File: src/design/csrmv_pkg.sv
// Shared types and constants for the CSR sparse row engine.
`timescale 1ns / 1ps
`default_nettype none

package csrmv_pkg;

  // Operation codes of an input item; code 3 has no meaning and is dropped.
  typedef enum logic [1:0] {
    OP_LOAD  = 2'd0,
    OP_MAC   = 2'd1,
    OP_CLOSE = 2'd2
  } op_e;

  localparam int unsigned VECTOR_DEPTH_DEF = 1024;
  localparam int unsigned DATA_WIDTH_DEF   = 32;
  localparam int unsigned QUEUE_DEPTH      = 4;
  localparam int unsigned FRAC_BITS        = 16;
  localparam int unsigned ACC_WIDTH        = 64;

  typedef struct packed {
    logic [1:0]          operation;
    logic [9:0]          position;
    logic signed [31:0]  datum;
  } in_item_t;

  typedef struct packed {
    logic signed [31:0]  row_sum;
    logic [15:0]         row_number;
    logic                saturated;
  } out_item_t;

endpackage

`default_nettype wire

File: src/design/csrmv_queue.sv
// Short FIFO between the front end and the compute pipeline.
`timescale 1ns / 1ps
`default_nettype none

module csrmv_queue #(
  parameter int unsigned WIDTH = 8,
  parameter int unsigned DEPTH = csrmv_pkg::QUEUE_DEPTH,
  localparam int unsigned PtrWidth = $clog2(DEPTH),
  localparam int unsigned CntWidth = $clog2(DEPTH + 1)
) (
  input  wire logic              clk_i,
  input  wire logic              rst_ni,
  input  wire logic              push_i,
  input  wire logic [WIDTH-1:0]  data_i,
  input  wire logic              pop_i,
  output logic [WIDTH-1:0]       data_o,
  output logic                   empty_o,
  output logic                   full_o
);

  logic [WIDTH-1:0]     slot_q [DEPTH];
  logic [PtrWidth-1:0]  wr_ptr_q, wr_ptr_d;
  logic [PtrWidth-1:0]  rd_ptr_q, rd_ptr_d;
  logic [CntWidth-1:0]  count_q, count_d;
  logic                 do_pop;

  assign empty_o = (count_q == '0);
  assign full_o  = (count_q == CntWidth'(DEPTH));
  assign data_o  = slot_q[rd_ptr_q];
  assign do_pop  = pop_i && !empty_o;

  always_comb begin
    wr_ptr_d = wr_ptr_q;
    rd_ptr_d = rd_ptr_q;
    count_d  = count_q;
    if (push_i) begin
      wr_ptr_d = (wr_ptr_q == PtrWidth'(DEPTH - 1)) ? '0 : wr_ptr_q + 1'b1;
    end
    if (do_pop) begin
      rd_ptr_d = (rd_ptr_q == PtrWidth'(DEPTH - 1)) ? '0 : rd_ptr_q + 1'b1;
    end
    if (push_i && !do_pop) begin
      count_d = count_q + 1'b1;
    end else if (!push_i && do_pop) begin
      count_d = count_q - 1'b1;
    end
  end

  always_ff @(posedge clk_i or negedge rst_ni) begin
    if (!rst_ni) begin
      wr_ptr_q <= '0;
      rd_ptr_q <= '0;
      count_q  <= '0;
    end else begin
      wr_ptr_q <= wr_ptr_d;
      rd_ptr_q <= rd_ptr_d;
      count_q  <= count_d;
    end
  end

  always_ff @(posedge clk_i) begin
    if (push_i) begin
      slot_q[wr_ptr_q] <= data_i;
    end
  end

endmodule

`default_nettype wire

File: config.mk
export PLATFORM = sky130hd
export DESIGN_NAME = csrmv_queue
export DESIGN_NICKNAME = d
export VERILOG_FILES = /design/src/design/csrmv_pkg.sv /design/src/design/csrmv_queue.sv
export SDC_FILE = /design/constraint.sdc
export NUM_CORES = 1
export LEC_CHECK = 0
export BUFFER_PORTS_ARGS = -buffer_cell sky130_fd_sc_hd__buf_2
export CORE_ASPECT_RATIO = 0.75
export CORE_MARGIN = 8
export CORE_UTILIZATION = 54
export CTS_CLUSTER_SIZE = 20
export DETAILED_ROUTE_END_ITERATION = 8
export PLACE_DENSITY = 0.76
export SLEW_MARGIN = 20
export SYNTH_ARGS = -nofsm -noshare
export SYNTH_HDL_FRONTEND = slang
export SYNTH_SLANG_ARGS = --single-unit
File: constraint.sdc
create_clock -name clk_i -period 4.45 [get_ports clk_i]
set_input_delay 0.445 -clock clk_i [delete_from_list [all_inputs] [get_ports clk_i]]
set_output_delay 0.445 -clock clk_i [all_outputs]
set_load 0.05 [all_outputs]
== Word-level counts from Yosys, hierarchy flattened ==
Memory sizes are Yosys's and may differ from the RTL's.
Cells that the tools add are included.

* Add/subtract/negate cells: 4
* Equality and inequality tests: 3
* Mux-type cells: 6
* Reduce and logical (&&, ||, !) cells: 8

{| class="wikitable"
|+ Operators by type and width
! kind !! number
|-
| $mux 3 || 2
|-
| $add 2x1->2 const B || 2
|-
| $eq 2x2->1 const B || 2
|-
| $mux 2 || 2
|-
| $add 3x1->3 const B || 1
|-
| $eq 3x3->1 const B || 1
|-
| $logic_and 1x1->1 || 3
|-
| $logic_not 1->1 || 3
|-
| $logic_not 3->1 || 1
|-
| $sub 3x1->3 const B || 1
|-
| $mux 1 || 2
|-
| $reduce_bool 2->1 || 1
|}

* RAM bits: 32
* Memories kept: 1
* Bits of input ports: 12
* Register bits: 7

{| class="wikitable"
|+ Memories
! name !! depth !! width !! rd ports !! clocked after memory_dff !! wr ports !! line !! RTL
|-
| slot_q || 4 || 8 || 1 || 0 || 1 || csrmv_queue.sv:21 || <nowiki>logic [WIDTH-1:0] slot_q [DEPTH];</nowiki>
|}

== Depth between registers and ports, before layout ==
* Depth in word-level cells: 6
* Gate-level depth with buffers: 8
* Gate-level depth less buffers: 8

== Worst setup path before layout ==
Ideal clock, no wire load.

* Path kind: flip-flop to flip-flop
* Start point: register count_q[1]
* End point: register count_q[2]
* Data arrival time: 2384 ps
* Buffers on the path: 0
* Cell stages (with the launch flop): 9
* Setup time: 79 ps
* Path slack: 1987 ps
* Data required time: 4371 ps
* Cells stage by stage: dfrtp_1 > nor3_2 > nand2b_4 > ha_1 > inv_1 > fa_1 > xor2_1 > nor2_1 > xor2_1

* Word-level cells in the longest chain between the ends: 6

{| class="wikitable"
|+ RTL lines
! element !! line !! RTL
|-
| start, declared || csrmv_queue.sv:24 || <nowiki>logic [CntWidth-1:0] count_q, count_d;</nowiki>
|-
| start signal, assigned || csrmv_queue.sv:57 || <nowiki>count_q <= count_d;</nowiki>
|-
| $logic_not 3->1 * || csrmv_queue.sv:27 || <nowiki>assign empty_o = (count_q == '0);</nowiki>
|-
| net empty_o || csrmv_queue.sv:17 || <nowiki>output logic empty_o,</nowiki>
|-
| $logic_not 1->1 * || csrmv_queue.sv:30 || <nowiki>assign do_pop = pop_i && !empty_o;</nowiki>
|-
| $logic_and 1x1->1 * || csrmv_queue.sv:30 ||
|-
| $logic_not 1->1 || csrmv_queue.sv:42 || <nowiki>if (push_i && !do_pop) begin</nowiki>
|-
| $logic_and 1x1->1 || csrmv_queue.sv:42 ||
|-
| $mux 3 / $reduce_bool 2->1 (equally long branches) || n/a ||
|}

The timed path passes the listed nets; every way through them passes the cells marked *. The select of a mux whose other input is x is not followed.
A chain may end at the register's enable or synchronous reset.

== Final worst setup path ==
* Start point: register rd_ptr_q[0]
* End point: output port data_o[6]

* Word-level cells in the longest chain between the ends: 1

{| class="wikitable"
|+ RTL lines
! element !! line !! RTL
|-
| start, declared || csrmv_queue.sv:23 || <nowiki>logic [PtrWidth-1:0] rd_ptr_q, rd_ptr_d;</nowiki>
|-
| start signal, assigned || csrmv_queue.sv:56 || <nowiki>rd_ptr_q <= rd_ptr_d;</nowiki>
|-
| $mem_v2 4x8 || n/a ||
|-
| end, declared || csrmv_queue.sv:16 || <nowiki>output logic [WIDTH-1:0] data_o,</nowiki>
|}

No other way between the ends.

==> results.yml <==
timing:
  setup_tns_ns: 0
  fmax_ghz: 0.443
  tightest_slew_ns: 0.598
  hold_viol: 0
  finClkSkew_ns: 0.00744
  max_slew_margin_pct: 60.2
  finalSetupViolCount: 0
  drv_slew: 0
  rsz0062_at_grt: "false"
  period_share_pct: 50.7
  fin_crit_ns: 2.26
synth:
  synth.top_cell.area_share_pct: 60.3
  synthCells: 79
  synth.distinct_cells: 20
  syn-cell-area_sq_um: 1590
  syn_nets: 98
  yosysWarnings: 0
  yosys-top-cells-area: "edfxtp_1 (60%), mux4_2 (11%), dfrtp_1 (11%)"
  avgSynthCellArea_sq_um: 20.2
  synth_sequential_area_ratio_pct: 71.3
  ys_seq_elements: 39
  yosys.area.top_type: "edfxtp_1"
worst_setup_path:
  cp-end-kind: "output pin"
  critPathLaunchType: "register"
  critical_path_required_ns: 4.01
  worstPathMaxFanout: 11
  cp.arrival_ns: 1.81
  worst-setup-path-type: "register to output pin"
  rr_worst_depth: 8
cells_and_area:
  fin_cells: 145
  area_growth_pct: 17.5
  drive_gt1_share_pct: 38.3
  fin_nets: 125
  diodes: 0
  num-fill-cells: 195
  seqCellArea_sq_um: 1140
  multiInputGateArea_sq_um: 425
routing:
  drc: 0
  avgViaCountPerCell: 5.14
  drtAntennaViolNets: 0
  vias: 745
  routed_wl_mm: 2.60
  drt_pre_antenna_iters: 5
  first_iter_violations: 40
  wl_per_cell_um: 17.9
cts:
  h-tree-depth: 2
  cts_inserted_buffers: 5
  cts_setup_buffers: 0
  cts_tree: "yes"
  worst_skew_pair.late_latency_ns: 0.29
  clkSlewWorstSetupHoldPaths_ns: 0.07
  cts_buffer_depth: 2
  root_buffer: "clkbuf_8"
  clock_sinks: 39
global_route:
  grt.overflow.total: 0
  grtUsageTotal_pct: 11.3
  grt_pass1_wl_mm: 4.17
  antenna_found_initial: 0
  grt_max_degree: 13
  grt_pass1_vias: 828
floorplanning:
  core_sq_um: 2870
  start_util_pct: 55.5
  die_x_um: 78.7
  die_h_um: 63.0
  ios: 22
  core.rowCount: 17
  fp.dieArea_sq_um: 4960
placement:
  dp_cells: 136
  io_buffers: 21
  place_hpwl_mm: 1.82
  gp_congestion: 0.698
power_and_ir_drop:
  p_int_uw: 891
  seq_power_share_pct: 40.3
  power.density_nw_per_um2: 745
  combPwrFrac_pct: 35.3
  vdd_ir_drop_max_mv: 0.310
  power.clock.fraction_pct: 24.4
  p_switching_uw: 504
  switching_share_pct: 36.1
  power_leakage_uw: 0.000712
run:
  maxCapViolations: 0
worst_hold_path:
  hold_depth: 1
  hp-class: "input port to register"
outcome:
  status: "finished, final reports clean"
-- flip-flops by register name, indices dropped and copies added, names as in the netlist --
name and flops:
slot_q 32, wr_ptr_q 2, count_q 3, rd_ptr_q 2
-- synthesized netlist by cell type --
cell	count
nor3_2	1
xnor2_1	1
inv_1	4
mux2_2	1
o21ai_0	2
nor3b_1	1
nand2_1	1
ha_1	6
mux2_4	2
xor2_1	2
and2_1	4
edfxtp_1	32
clkbuf_2	1
dfrtp_1	7
nand3_1	1
mux4_2	8
buf_6	1
fa_1	1
nand2b_4	1
nor2_1	2
-- per-stage QoR --
step	setup slack, ns	power (uW)	util [%]	instance area (sq um)	hold WS (ns)
5_1_grt	2.09	1460	65.2	1870	0.367
3_5_place_dp	2.46	1070	60.2	1730	0.293
2_1_floorplan	1.99	970	-	1590	0.149
6_report	2.19	1390	65.2	1870	0.371
4_1_cts	2.15	1410	65.2	1870	0.365
3_3_place_gp	2.48	1050	60.2	1730	0.288
-- cells in the final DEF (no fill, tap or decap) --
cell and count:
ha_1 6, nand2b_4 1, dlygate4sd3_1 1, clkbuf_1 1, mux2_4 2, nor3b_1 1, xnor2_1 1, mux4_2 8
inv_1 4, nand3_1 1, nand2_1 1, buf_2 21, clkbuf_8 5, dfrtp_1 7, edfxtp_1 32, and2_1 4
o21ai_0 2, bufinv_16 2, nor3_2 1, mux2_2 1, xor2_1 2, fa_1 1, nor2_1 2
-- critical path, cell delays in order (launching register included) --
cell,delay (ns)
dfrtp_1,0.72
mux4_2,0.57
buf_2,0.22
-- kinds of logic (layout without fill, tap and decap cells) --
group                    after synthesis  in the layout  synth area share (%)
AO/OA/AOI/OAI                          2              2                 0.628
XOR/XNOR                               3              3                  1.65
adder cells (fa/ha/maj)                7              7                  5.97
buffers and inverters                  6             34                  1.96
flip-flops                            39             39                  71.3
multiplexers                          11             11                  13.9
AND/OR/NAND/NOR                       11             11                  4.56
-- power by group through the flow --
stage / logic (uW) / registers [uW] / clock network [uW]
CTS: 501 / 566 / 343
floorplan: 449 / 520 / 0
global placement: 488 / 565 / 0
detailed placement: 500 / 574 / 0
finish: 493 / 562 / 340
global route: 521 / 575 / 359
-- repair_timing --
action,in CTS,in global routing
hold buffers,1,0
gates resized for setup,0,0
endpoints found under the hold margin,7,0
-- final timing paths --
kind	slack [ns]	from	to
min in group asynchronous	0.51	rst_ni	count_q[1]
worst min-delay path	0.37	data_i[3]	slot_q[3][3]
worst max-delay path	2.19	rd_ptr_q[0]	data_o[6]
max in group asynchronous	3.77	rst_ni	wr_ptr_q[1]
worst min register to register	0.51	count_q[2]	count_q[2]
worst max register to register	2.51	count_q[0]	count_q[2]
-- layout make-up --
type / count / share of cell area, %
sequential: 39 / 60.7
tap: 38 / 2.54
clock inverter: 2 / 3.21
multi-input combinational: 34 / 22.7
clock buffer: 6 / 3.88
inverter: 4 / 0.802
timing repair buffer: 22 / 6.15
-- routing by layer --
| metal | GRT usage [%] | vias up | share of wire [%] |
|---|---|---|---|
| met5 | 0 | - | 0 |
| met4 | 5.53 | 0 | 1.9 |
| met3 | 5.03 | 5 | 5.5 |
| met2 | 17.4 | 16 | 48 |
| met1 | 13.2 | 369 | 44 |
| li1 | - | 355 | - |
Power figures use the tool's default switching activity.
